--- config.mk ---
export PLATFORM = sky130hd
export DESIGN_NAME = bdd_atom_ram
export DESIGN_NICKNAME = d
export VERILOG_FILES = /design/src/design/bdd_pkg.sv /design/src/design/bdd_atom_ram.sv
export SDC_FILE = /design/constraint.sdc
export NUM_CORES = 2
export LEC_CHECK = 0
export ABC_AREA = 1
export BUFFER_PORTS_ARGS = -buffer_cell sky130_fd_sc_hd__buf_2
export CAP_MARGIN = 0
export CORE_MARGIN = 1.5
export CORE_UTILIZATION = 45
export CTS_CLUSTER_SIZE = 24
export DETAILED_ROUTE_END_ITERATION = 8
export GPL_ROUTABILITY_DRIVEN = 0
export PLACE_DENSITY_LB_ADDON = 0.25
export SETUP_SLACK_MARGIN = 0.5
export SYNTH_ARGS = -nofsm -noshare
export SYNTH_HDL_FRONTEND = slang
export SYNTH_SLANG_ARGS = --single-unit
--- constraint.sdc ---
create_clock -name clock -period 20.1 [get_ports clock]
set_input_delay 0 -clock clock [delete_from_list [all_inputs] [get_ports clock]]
set_output_delay 0 -clock clock [all_outputs]
set_load 0.005 [all_outputs]
--- src/design/bdd_pkg.sv ---
// ----------------------------------------------------------------------------
// Bond detection package
// Shared constants, register indexes and the control types that pass between
// the pair checker and the top level.
// ----------------------------------------------------------------------------
`default_nettype none

package bdd_pkg;

   // Default table depth
   localparam int MAX_ATOMS_DEF = 64;

   // Fixed field widths
   localparam int COORD_W    = 16;
   localparam int RADIUS_W   = 10;
   localparam int ATOM_W     = 3 * COORD_W + RADIUS_W;
   localparam int ATOM_IDX_W = 6;
   localparam int BOND_LEN_W = 13;
   localparam int TOL_W      = 10;
   localparam int LEN_SQ_W   = 2 * BOND_LEN_W;
   localparam int CSR_IDX_W  = 2;

   // Register indexes
   localparam logic [CSR_IDX_W-1:0] CSR_MIN_BOND   = 2'd0;
   localparam logic [CSR_IDX_W-1:0] CSR_MAX_BOND   = 2'd1;
   localparam logic [CSR_IDX_W-1:0] CSR_RADIUS_TOL = 2'd2;

   // Register reset values: 0.4, 5.0 and 0.45 angstrom in 1/256 units
   localparam logic [BOND_LEN_W-1:0] MIN_BOND_RST   = 13'd102;
   localparam logic [BOND_LEN_W-1:0] MAX_BOND_RST   = 13'd1280;
   localparam logic [TOL_W-1:0]      RADIUS_TOL_RST = 10'd115;

   // Distance limits handed to the pair checker
   typedef struct packed {
      logic [LEN_SQ_W-1:0] min_sq;
      logic [LEN_SQ_W-1:0] max_sq;
      logic [TOL_W-1:0]    tol;
   } bdd_limits_type;

   // Status of the last pair checker stage, with a busy flag for the whole pipeline
   typedef struct packed {
      logic                  valid;
      logic                  hit;
      logic [ATOM_IDX_W-1:0] index;
      logic                  busy;
   } bdd_check_type;

endpackage

`default_nettype wire

--- src/design/bdd_atom_ram.sv ---
// ----------------------------------------------------------------------------
// Atom table memory
// One write port and one read port; read data is registered and holds while
// the read enable is low.
// ----------------------------------------------------------------------------
`default_nettype none

module bdd_atom_ram
   import bdd_pkg::*;
#(
   parameter int DEPTH  = MAX_ATOMS_DEF,
   parameter int ADDR_W = $clog2(MAX_ATOMS_DEF)
) (
   input  wire logic              clock,
   input  wire logic              wr_en,
   input  wire logic [ADDR_W-1:0] wr_addr,
   input  wire logic [ATOM_W-1:0] wr_data,
   input  wire logic              rd_en,
   input  wire logic [ADDR_W-1:0] rd_addr,
   output logic      [ATOM_W-1:0] rd_data
);

   logic [ATOM_W-1:0] mem [DEPTH];
   logic [ATOM_W-1:0] rd_data_ff;

   // Write port
   always_ff @(posedge clock) begin
      if (wr_en) begin
         mem[wr_addr] <= wr_data;
      end
   end

   // Registered read port
   always_ff @(posedge clock) begin
      if (rd_en) begin
         rd_data_ff <= mem[rd_addr];
      end
   end

   assign rd_data = rd_data_ff;

endmodule

`default_nettype wire

# Word-level counts from Yosys, hierarchy flattened
# Memories as Yosys holds them, arrays and structs flattened. A register that Yosys moved wholly into a read port is not among the register bits.
# Cells that the tools add are included.
# totals
reg_bits,0
ramBits,3712
in_bits,73
output_inout_bits,58
mem_count,1
# classes
mux,2
# mem_list
memory,depth,width,read_ports,rd_clocked_by_memory_dff,wr,line_no,text
mem,64,58,1,1,1,bdd_atom_ram.sv:23,logic [ATOM_W-1:0] mem [DEPTH];
# ops
cell,n
$mux 1,2

# Logic depth before layout (Yosys ltp)
# depth
ltp_word,2
ltp_mapped,12
depth_no_buf,9

# Worst setup path after synthesis
# OpenSTA, ideal clock, no wires.
# synth_path
kind,input -> register
start,input port wr_en
end,"memory mem[48][0] (netlist name), enable pin"
setup_ns,0.619
t_arrival_ns,6.072
required_ns,19.481
slack_ns,13.409
stages,3
n_path_buf,1
path_cell_list,clkbuf_1 > nand4_1 > nor4_1
# synth_between
elab_chain_cells,2
# synth_rtl
element,line_no,text
start: declaration,bdd_atom_ram.sv:15,"input wire logic wr_en,"
$mux 1,bdd_atom_ram.sv:28,if (wr_en) begin
$mux 1 (implied by the code),bdd_atom_ram.sv:29,mem[wr_addr] <= wr_data;
end: declaration,bdd_atom_ram.sv:23,
# No other way between the ends.

==> metrics.md <==
| Metric | Value |
|---|---|
| Top cells by area, synth | edfxtp_1 (76%), nand3_1 (12%), nand2_1 (10%) |
| Worst IR drop on VDD | 0.0837 mV |
| Grt total ovfl | 0 |
| CTS tree | yes |
| Chip height | 580 um |
| Syn. warnings | 0 |
| Post-layout util | 0.507 |
| CP max FO | 204 |
| Starting density of the core | 0.453 |
| CTS clock-pin slew for the worst setup and hold paths | 60 ps |
| Maximum Capacitance Violations | 0 |
| Cells after Synth | 12,198 |
| Mapped cell area | 150,000 sq um |
| Buffers on Ports | 130 |
| Final Slew Violations | 0 |
| Count leader, synth | nand2_1 |
| Post-synthesis sequential area ratio | 0.755 |
| Antenna Nets Post-Route | 0 |
| Initial drt markers | 14,885 |
| Crit share post-route | 0.324 |
| First-pass GRT wire length | 694,000 um |
| Static Leak | 58.6 nW |
| Worst min-delay path category | input port to flop |
| Synth top cells by count | nand2_1 (4,084), edfxtp_1 (3,770), nand3_1 (3,446) |
| Die area | 337,000 sq um |
| Nets | 12,282 |
| # DRC | 0 |
| Distinct cell type count of the synthesized netlist | 13 |
| Endpoints failing setup | 0 |
| Share of post-route cells with drive strength above 1 | 0.0754 |
| Post-synthesis async set-or-reset flop share | 0 |
| Clock skew | 89.3 ps |
| Cts repair resizes | 0 |
| Area grow syn2layout | 11.9% |
| Status | finished, final reports clean |
| Largest net degree at the start of global routing | 205 |
| EDFF count, synth | 3,770 |
| Final instance area | 168,000 sq um |
| IO Count | 131 |
| Placed Instances | 16,109 |
| CTS buffer count | 388 |
| Crit path launch type | input port |
| Average wire per standard cell | 28.9 um |
| Post-layout minimum cycle time | 6510 ps |
| Leading area contributor after synthesis | edfxtp_1 |
| FP Rows | 211 |
| Placed inst area | 155,000 sq um |
| Initial antenna violation count | 54 |
| Post-Syn Nets | 12,271 |
| Clk buf depth | 4 |
| Htree depth | 5 |
| Slew @ Worst Pin | 1300 ps |
| Crit path capture type | flop |
| RSZ-0062 raised after global routing | no |
| WP data arrival | 7340 ps |
| Gr usage total | 0.285 |
| Final TNS setup | 0 ps |
| Clock Sinks | 3,770 |
| Critical path class | input port to flop |
| Chip width | 580 um |
| WHS | 97.8 ps |
| PD cells | 99.5 nW/um^2 |
| Critical Path RT | 20,920 ps |
| Vias per std cell | 6.03 |
| HPWL Detailed | 241,000 um |
| Vias in the first global route | 95,945 |
| Seq cells post-synth | 3,770 |
| Max-Slew Margin vs Limit | 0.130 |
| Fillers | 27,773 |
| Core ar. | 331,000 sq um |
| Top-area cell type share of the netlist area | 0.755 |
| Most used DFF post-synth | edfxtp_1 |
| Final hold violation count | 0 |
| Final Non-Filler Cells | 16,913 |
| Final wirelength | 489,000 um |
| Peak Freq | 0.154 GHz |
| DRT Pass-1 Iters | 6 |
| Root buffer cell | clkbuf_16 |
| Total number of vias | 101,904 |
| Syn_area_per_cell | 12.3 sq um |
| Skew-Pair Late Insertion Delay | 990 ps |
## logic make-up after synthesis
logic type / count (synthesis) / synth area share
buf+inv: 825 / 0.0253
flops: 3770 / 0.755
simple gates: 7603 / 0.219
## area by class of cell
cell class	instances	area (sq um)	share of cell area
inverter	12	85.1	0.000507
antenna	31	77.6	0.000462
sequential	3770	113000	0.675
clock buffer	467	10100	0.0601
tap	4366	5460	0.0326
multi-input combinational	7603	33400	0.199
timing repair buffer	434	3340	0.0199
clock inverter	230	2150	0.0128
## worst max-delay path, stage by stage
cell and delay [ps]:
dlygate4sd3_1 580, buf_12 200, inv_8 620, buf_12 710, buf_4 1010, buf_4 900, buf_4 850, nand2_1 120
nand3_1 110, nand3_1 90, nand3_1 120, nand3_1 90, nand2_1 90, nand2_1 50, dlygate4sd3_1 560, nand2_1 60
dlygate4sd3_1 550
## layout by cell type (no fill, tap or decap)
cell type and n:
nand2_1 4084, edfxtp_1 3770, nand3_1 3446, clkbuf_16 392
buf_4 217, buf_2 123, clkinv_1 106, dlygate4sd3_1 76
clkbuf_1 75, clkinv_2 68, nor2_4 56, diode_2 31
bufinv_16 29, buf_12 14, clkinv_16 13, nand4_1 9
nor4_2 8, inv_1 6, inv_8 5, inv_6 5
clkinvlp_4 4, clkinv_8 3, buf_8 3, inv_4 1
inv_16 1, clkinv_4 1, clkbuf_8 1
## timing repair
item,in CTS,in global routing
hold buffers,76,0
endpoints found under the hold margin,3997,0
setup buffers,0,0
## per-stage QoR
step / setup WS (ps) / total power [mW]
2_1_floorplan: 13410 / 9.43
3_3_place_gp: 14190 / 9.82
3_5_place_dp: 14100 / 9.83
4_1_cts: 13980 / 16.7
5_1_grt: 13480 / 17.1
6_report: 13590 / 16.7
## power breakdown
group	internal, mW	switching, mW
Clock	3.95	3.03
Combinational	0.225	0.723
Sequential	8.72	0.0317
Total	12.9	3.79
## registers in the layout (all words and copies together) (netlist names)
signal / count
rd_data: 58
mem: 3712
## per-layer routing
layer	part of all wire	vias up	routed length, um	track usage
li1	-	43580	-	-
met1	0.38	50875	187000	0.386
met2	0.46	6349	227000	0.457
met3	0.11	1080	52400	0.0502
met4	0.046	20	22500	0.116
met5	0.00027	-	133	0
## final timing paths
check | from | endpoint | slack, ps | cells past startpoint
setup / recovery | rd_addr[0] | rd_data[7] | 13590 | 17
hold / removal | rd_en | rd_data[52] | 100 | 2
setup reg to reg | mem[33][36] | rd_data[36] | 17650 | 10
hold reg to reg | mem[14][15] | rd_data[15] | 860 | 8
(Power assumes the default switching activity.)
