<file path="config.mk">
export PLATFORM = sky130hd
export DESIGN_NAME = bdd_pair_check
export DESIGN_NICKNAME = d
export VERILOG_FILES = /design/src/design/bdd_pkg.sv /design/src/design/bdd_pair_check.sv
export SDC_FILE = /design/constraint.sdc
export NUM_CORES = 2
export LEC_CHECK = 0
export ABC_AREA = 1
export ABC_CLOCK_PERIOD_IN_PS = 7400
export BUFFER_PORTS_ARGS = -buffer_cell sky130_fd_sc_hd__buf_2
export CAP_MARGIN = 5
export CORE_MARGIN = 10
export CORE_UTILIZATION = 45
export DETAILED_ROUTE_END_ITERATION = 10
export SYNTH_ARGS = -nofsm -noshare
export SYNTH_HDL_FRONTEND = slang
export SYNTH_SLANG_ARGS = --single-unit
</file>
<file path="constraint.sdc">
create_clock -name clock -period 7.4 [get_ports clock]
set_input_delay 0.74 -clock clock [delete_from_list [all_inputs] [get_ports clock]]
set_output_delay 0.74 -clock clock [all_outputs]
set_load 0.03 [all_outputs]
</file>
<file path="src/design/bdd_pkg.sv">
// ----------------------------------------------------------------------------
// Bond detection package
// Shared constants, register indexes and the control types that pass between
// the pair checker and the top level.
// ----------------------------------------------------------------------------
`default_nettype none

package bdd_pkg;

   // Default table depth
   localparam int MAX_ATOMS_DEF = 64;

   // Fixed field widths
   localparam int COORD_W    = 16;
   localparam int RADIUS_W   = 10;
   localparam int ATOM_W     = 3 * COORD_W + RADIUS_W;
   localparam int ATOM_IDX_W = 6;
   localparam int BOND_LEN_W = 13;
   localparam int TOL_W      = 10;
   localparam int LEN_SQ_W   = 2 * BOND_LEN_W;
   localparam int CSR_IDX_W  = 2;

   // Register indexes
   localparam logic [CSR_IDX_W-1:0] CSR_MIN_BOND   = 2'd0;
   localparam logic [CSR_IDX_W-1:0] CSR_MAX_BOND   = 2'd1;
   localparam logic [CSR_IDX_W-1:0] CSR_RADIUS_TOL = 2'd2;

   // Register reset values: 0.4, 5.0 and 0.45 angstrom in 1/256 units
   localparam logic [BOND_LEN_W-1:0] MIN_BOND_RST   = 13'd102;
   localparam logic [BOND_LEN_W-1:0] MAX_BOND_RST   = 13'd1280;
   localparam logic [TOL_W-1:0]      RADIUS_TOL_RST = 10'd115;

   // Distance limits handed to the pair checker
   typedef struct packed {
      logic [LEN_SQ_W-1:0] min_sq;
      logic [LEN_SQ_W-1:0] max_sq;
      logic [TOL_W-1:0]    tol;
   } bdd_limits_type;

   // Status of the last pair checker stage, with a busy flag for the whole pipeline
   typedef struct packed {
      logic                  valid;
      logic                  hit;
      logic [ATOM_IDX_W-1:0] index;
      logic                  busy;
   } bdd_check_type;

endpackage

`default_nettype wire

</file>
<file path="src/design/bdd_pair_check.sv">
// ----------------------------------------------------------------------------
// Pair distance checker
// Four-stage pipeline that tests one stored atom per word against the
// arriving atom using squared distances and squared bounds.
// ----------------------------------------------------------------------------
`default_nettype none

module bdd_pair_check
   import bdd_pkg::*;
(
   input  wire logic                  clock,
   input  wire logic                  reset,
   input  wire logic                  adv,
   input  wire logic                  issue,
   input  wire logic [ATOM_IDX_W-1:0] issue_idx,
   input  wire logic [ATOM_W-1:0]     rd_data,
   input  wire logic [ATOM_W-1:0]     cur_atom,
   input  wire bdd_limits_type        limits,
   output bdd_check_type              status
);

   // Absolute difference of two signed coordinates
   function automatic logic [COORD_W-1:0] abs_diff(input logic [COORD_W-1:0] a,
                                                    input logic [COORD_W-1:0] b);
      logic [COORD_W:0] d;
      logic [COORD_W:0] n;
      d = {a[COORD_W-1], a} - {b[COORD_W-1], b};
      n = -d;
      return d[COORD_W] ? n[COORD_W-1:0] : d[COORD_W-1:0];
   endfunction

   // Stage 0: tag of the word in the memory read register
   logic                  v0_ff;
   logic [ATOM_IDX_W-1:0] i0_ff;

   // Stage 1: coordinate distances and radius window
   logic                  v1_ff;
   logic [ATOM_IDX_W-1:0] i1_ff;
   logic [COORD_W-1:0]    ax1_ff, ay1_ff, az1_ff;
   logic [COORD_W-1:0]    ax1_in, ay1_in, az1_in;
   logic [11:0]           hi1_ff, hi1_in;
   logic [10:0]           lo1_ff, lo1_in;
   logic                  lo_ok1_ff, lo_ok1_in;
   logic [10:0]           rsum;

   // Stage 2: squares
   logic                  v2_ff;
   logic [ATOM_IDX_W-1:0] i2_ff;
   logic [31:0]           sqx2_ff, sqy2_ff, sqz2_ff;
   logic [23:0]           hi_sq2_ff;
   logic [21:0]           lo_sq2_ff;
   logic                  lo_ok2_ff;

   // Stage 3: bond decision
   logic                  v3_ff;
   logic [ATOM_IDX_W-1:0] i3_ff;
   logic                  hit3_ff, hit3_in;
   logic [33:0]           d2;

   // Stage 1 logic
   always_comb begin
      ax1_in    = abs_diff(rd_data[COORD_W-1:0], cur_atom[COORD_W-1:0]);
      ay1_in    = abs_diff(rd_data[2*COORD_W-1:COORD_W], cur_atom[2*COORD_W-1:COORD_W]);
      az1_in    = abs_diff(rd_data[3*COORD_W-1:2*COORD_W],
                           cur_atom[3*COORD_W-1:2*COORD_W]);
      rsum      = {1'b0, rd_data[ATOM_W-1:3*COORD_W]} +
                  {1'b0, cur_atom[ATOM_W-1:3*COORD_W]};
      hi1_in    = {1'b0, rsum} + {2'b00, limits.tol};
      lo_ok1_in = rsum >= {1'b0, limits.tol};
      lo1_in    = rsum - {1'b0, limits.tol};
   end

   // Stage 3 logic: all four bounds on the squared distance
   always_comb begin
      d2      = 34'(sqx2_ff) + 34'(sqy2_ff) + 34'(sqz2_ff);
      hit3_in = (d2 > 34'(limits.min_sq)) && (d2 < 34'(limits.max_sq)) &&
                (d2 < 34'(hi_sq2_ff)) && (!lo_ok2_ff || (d2 > 34'(lo_sq2_ff)));
   end

   // Valid tags
   always_ff @(posedge clock) begin
      if (reset) begin
         v0_ff <= 1'b0;
         v1_ff <= 1'b0;
         v2_ff <= 1'b0;
         v3_ff <= 1'b0;
      end else if (adv) begin
         v0_ff <= issue;
         v1_ff <= v0_ff;
         v2_ff <= v1_ff;
         v3_ff <= v2_ff;
      end
   end

   // Payload stages
   always_ff @(posedge clock) begin
      if (adv) begin
         i0_ff     <= issue_idx;
         i1_ff     <= i0_ff;
         ax1_ff    <= ax1_in;
         ay1_ff    <= ay1_in;
         az1_ff    <= az1_in;
         hi1_ff    <= hi1_in;
         lo1_ff    <= lo1_in;
         lo_ok1_ff <= lo_ok1_in;
         i2_ff     <= i1_ff;
         sqx2_ff   <= 32'(ax1_ff) * 32'(ax1_ff);
         sqy2_ff   <= 32'(ay1_ff) * 32'(ay1_ff);
         sqz2_ff   <= 32'(az1_ff) * 32'(az1_ff);
         hi_sq2_ff <= 24'(hi1_ff) * 24'(hi1_ff);
         lo_sq2_ff <= 22'(lo1_ff) * 22'(lo1_ff);
         lo_ok2_ff <= lo_ok1_ff;
         i3_ff     <= i2_ff;
         hit3_ff   <= hit3_in;
      end
   end

   always_comb begin
      status.valid = v3_ff;
      status.hit   = hit3_ff;
      status.index = i3_ff;
      status.busy  = v0_ff | v1_ff | v2_ff | v3_ff;
   end

endmodule

`default_nettype wire
</file>
; After elaboration in Yosys (flattened, before gate mapping)
; Cells that the tools add are included.
[totals]
regBits = 244
output_inout_bits = 9
[classes]
add_sub_neg = 11
n_mul = 5
n_lt_le_gt_ge = 5
n_mux = 3
bitwise_logic = 3
reduce_logical = 5
[op_table]
columns = operator, count
row1 = multiplier 16 x 16 -> 32 bit, 3
row2 = subtractor 16 x 16 -> 17 bit, 3
row3 = two-way mux 16 bit, 3
row4 = negation 16 bit, 3
row5 = adder 33 x 32 -> 34 bit, 1
row6 = greater-than comparator 34 x 22 -> 1 bit, 1
row7 = greater-than comparator 34 x 26 -> 1 bit, 1
row8 = < comparator 34 x 24 -> 1 bit, 1
row9 = < comparator 34 x 26 -> 1 bit, 1
row10 = adder 32 x 32 -> 33 bit, 1
row11 = multiplier 12 x 12 -> 24 bit, 1
row12 = multiplier 11 x 11 -> 22 bit, 1
row13 = adder 11 x 10 -> 12 bit, 1
row14 = adder 10 x 10 -> 11 bit, 1
row15 = >= comparator 11 x 10 -> 1 bit, 1
row16 = subtractor 11 x 10 -> 11 bit, 1
row17 = logical AND 1 bit, 3
row18 = OR 1 bit, 3
row19 = zero test 1 bit, 1
row20 = logical OR 1 bit, 1

; Longest topological paths before layout
[logic_depth]
ltp_word = 6
depth_mapped = 27
mapped_depth_nobuf = 27

; Least setup slack after synthesis
; Ideal clock, no wire load.
[synth_path]
kind = register to register
from = reg ay1_ff[4]
to = reg sqy2_ff[25] (data pin)
setup_time_ns = 0.259
t_arrival_ns = 5.631
required_ns = 7.141
slack_ns = 1.510
stages_incl_launch_ff = 22
path_buffers = 2
cell_sequence = edfxtp_1 -> clkbuf_1 -> clkbuf_1 -> nand2_1 -> fa_1 -> fa_1 -> inv_1 -> fa_1 -> fa_1 -> fa_1 -> inv_1 -> fa_1 -> inv_1 -> ha_1 -> nand2_1 -> nor2_1 -> nand2_1 -> o211ai_2 -> a21boi_0 -> o21ai_1 -> a21oi_1 -> xnor2_1
[synth_between]
elab_chain_len = 1
[synth_lines]
columns = item, line
row1 = from (decl), bdd_pair_check.sv:39  ; logic [COORD_W-1:0] ax1_ff, ay1_ff, az1_ff;
row2 = from (signal assigned), bdd_pair_check.sv:101  ; ay1_ff <= ay1_in;
row3 = multiplier 16 x 16 -> 32 bit, bdd_pair_check.sv:108  ; sqy2_ff <= 32'(ay1_ff) * 32'(ay1_ff);
row4 = to (signal assigned), bdd_pair_check.sv:108
row5 = to (decl), bdd_pair_check.sv:49  ; logic [31:0] sqx2_ff, sqy2_ff, sqz2_ff;
; Every way passes these cells.
; A chain may end at the register's enable or synchronous reset.

; Worst setup path after layout
; Same ends and word-level chain as after synthesis.

==> impl_metrics.csv <==
group,metric,value,unit
cells_and_area,antenna_cells,0,
placement,dp_hpwl,92.8,mm
cells_and_area,final.fill_count,10100,
timing,setup_viol,0,
logic_synthesis,yosys-top-cells-area,"fa_1 29%, ha_1 17%, edfxtp_1 15%",
logic_synthesis,synth_top_area_frac,0.291,
clock_network,cts_setup_buffers,0,
logic_synthesis,synthCells,5534,
cells_and_area,areaGrowthSynthToFinish,7.20,%
logic_synthesis,synth_cell_types,61,
timing,drv_slew,0,
floorplan,core_area,102000,um^2
timing,slew_headroom,0.313,
worst_setup_path,worstPathMaxFanout,17,
global_route,grt_max_degree,135,
logic_synthesis,synth_area,46300,um^2
logic_synthesis,yosysSeqAreaShare,0.153,
routing,drtAntennaViolNets,0,
cells_and_area,nets,7124,
worst_setup_path,critPathLaunch,"ay1_ff[4]",
routing,via_per_inst,4.93,
timing,clock_skew,0.0447,ns
placement,gp_congestion,0.893,
timing,tightest_slew,1.02,ns
floorplan,die_width,341,um
routing,drtIter0Drc,1879,
global_route,grt-ovfl-total,0,
routing,wirelength,109,mm
routing,wire_per_inst,15.5,um
logic_synthesis,ys_seq_elements,237,
timing,setup_tns,0,ns
global_route,track_usage,0.192,
cells_and_area,mostFrequentLayoutCell,"inv_1",
clock_network,clock_sink_count,237,
logic_synthesis,async_flop_share,0,
floorplan,start_util,0.454,
routing,routed-via-count,34800,
clock_network,insertion_delay,0.63,ns
worst_setup_path,crit_required,7.77,ns
logic_synthesis,synth_edf_count,233,
worst_setup_path,critPathLaunchType,"flip-flop",
clock_network,clk_path_buf_depth,3,
global_route,antenna_found_initial,0,
timing,rsz0062_at_grt,"false",
clock_network,hold_buffers,0,
floorplan,rows,117,
global_route,grt_pass1_vias,36600,
worst_setup_path,crit_type,"reg2reg",
cells_and_area,layout_common_cells,"1473 x inv_1, 1078 x nand2_1, 673 x fa_1, 610 x ha_1, 282 x nor2_1",
worst_setup_path,end_kind,"flip-flop",
placement,port_buffers,196,
timing,period_share,0.886,
clock_network,cts_tree,"built",
cells_and_area,layout-drive-gt1-share,0.0559,
timing,holdWs,0.288,ns
routing,drc,0,
timing,max_freq,153,MHz
logic_synthesis,ys_warn_count,0,
worst_setup_path,arrival,6.93,ns
worst_setup_path,reg2reg_from,"ay1_ff[4]",
routing,first_pass_iters,6,
global_route,grt_pass1_wl,184,mm
floorplan,ios,197,
clock_network,ctsResizeCount,0,
floorplan,die_h,341,um
clock_network,clk_pin_slew,0.06,ns
worst_hold_path,hold_path_class,"in2reg",
run,drv_cap,0,
clock_network,ctsHtreeMaxLevel,1,
logic_synthesis,avgSynthCellArea,8.36,um^2
clock_network,cts_root_buffer,"clkbuf_16",
clock_network,numCtsBuffers,30,
run_status,outcome,"complete, no violations",
logic_synthesis,yosysTopAreaCell,"fa_1",
worst_hold_path,hp-start,"issue_idx[5]",
timing,final-hold-violation-count,0,
floorplan,dieArea,116000,um^2
timing,post-route-min-period,6.56,ns
logic_synthesis,ys.flop_type,"edfxtp_1",
==> final timing paths <==
kind | end | slack (ns) | depth (start not counted)
setup / recovery | sqy2_ff[25] | 0.84 | 19
hold reg to reg | i1_ff[0] | 0.41 | 0
setup reg to reg | sqy2_ff[25] | 0.84 | 19
hold / removal | i0_ff[5] | 0.29 | 1
==> Yosys cell counts, drive strengths merged (11+ instances only) <==
library cell and number:
nand2 1085, ha 610, nor3 26, a21boi 11, inv 1476, edfxtp 233, xnor2 98, nand3 146
o211ai 15, fa 673, a31oi 16, o21ai 138, a21oi 272, a21o 24, clkbuf 110, nor2 288
o21bai 20, nand4 43, xor2 169, or2 13
==> cell type report <==
class                      count  area [um^2]  area share
clock inverter                20          250     0.00505
multi-input combinational   3708        33200       0.670
inverter                    1476         5540       0.112
tap                         1368         1710      0.0345
timing repair buffer         200         1030      0.0208
sequential                   237         7080       0.143
clock buffer                  34          766      0.0154
==> critical path, cell delays in order (launching register included) <==
cell,delay [ns]
edfxtp_1,0.83
nand2_1,0.18
fa_1,0.59
fa_1,0.55
inv_1,0.05
fa_1,0.53
fa_1,0.45
fa_1,0.55
inv_1,0.07
fa_1,0.55
inv_1,0.05
ha_1,0.35
nand2_1,0.12
nor2_1,0.20
nand2_1,0.10
o211ai_2,0.29
a21boi_0,0.21
o21ai_1,0.35
a21oi_1,0.13
xnor2_1,0.15
==> registers in the layout, indices dropped and copies added (netlist names), 6 cells and up <==
signal,flops
i0_ff,6
ay1_ff,16
sqz2_ff,31
sqy2_ff,31
i3_ff,6
sqx2_ff,31
i2_ff,6
hi_sq2_ff,23
lo1_ff,10
hi1_ff,12
lo_sq2_ff,20
az1_ff,16
i1_ff,6
ax1_ff,16
==> metrics by stage <==
step | util | setup WS (ns) | instance area (um^2) | cells
4_1_cts | 0.487 | 0.890 | 49600 | 7043
6_report | 0.487 | 0.843 | 49600 | 7043
5_1_grt | 0.487 | 0.463 | 49600 | 7043
3_5_place_dp | 0.477 | 0.889 | 48600 | 6989
3_3_place_gp | 0.477 | 1.09 | 48600 | 6989
2_1_floorplan | - | 1.51 | 46300 | 5535
==> logic make-up (layout without fill, tap and decap cells) <==
logic type               count (synthesis)  in the layout  synth area share
other                                    1              2         0.0000811
buffers and inverters                 1590           1730             0.129
AO/OA/AOI/OAI                          530            530            0.0654
AND/OR/NAND/NOR                       1626           1626             0.143
XOR/XNOR                               267            267            0.0525
adder cells (fa/ha/maj)               1283           1283             0.456
flip-flops                             237            237             0.153
==> layer usage <==
layer	vias up	global-route usage	share of wire
li1	17100	-	-
met1	16900	0.267	0.46
met2	702	0.329	0.48
met3	80	0.0200	0.047
met4	0	0.0235	0.011
met5	-	0	0
Power is left out: the tool's default activity adds up to more than one toggle a clock period on the data nets, which glitch-free logic cannot reach.
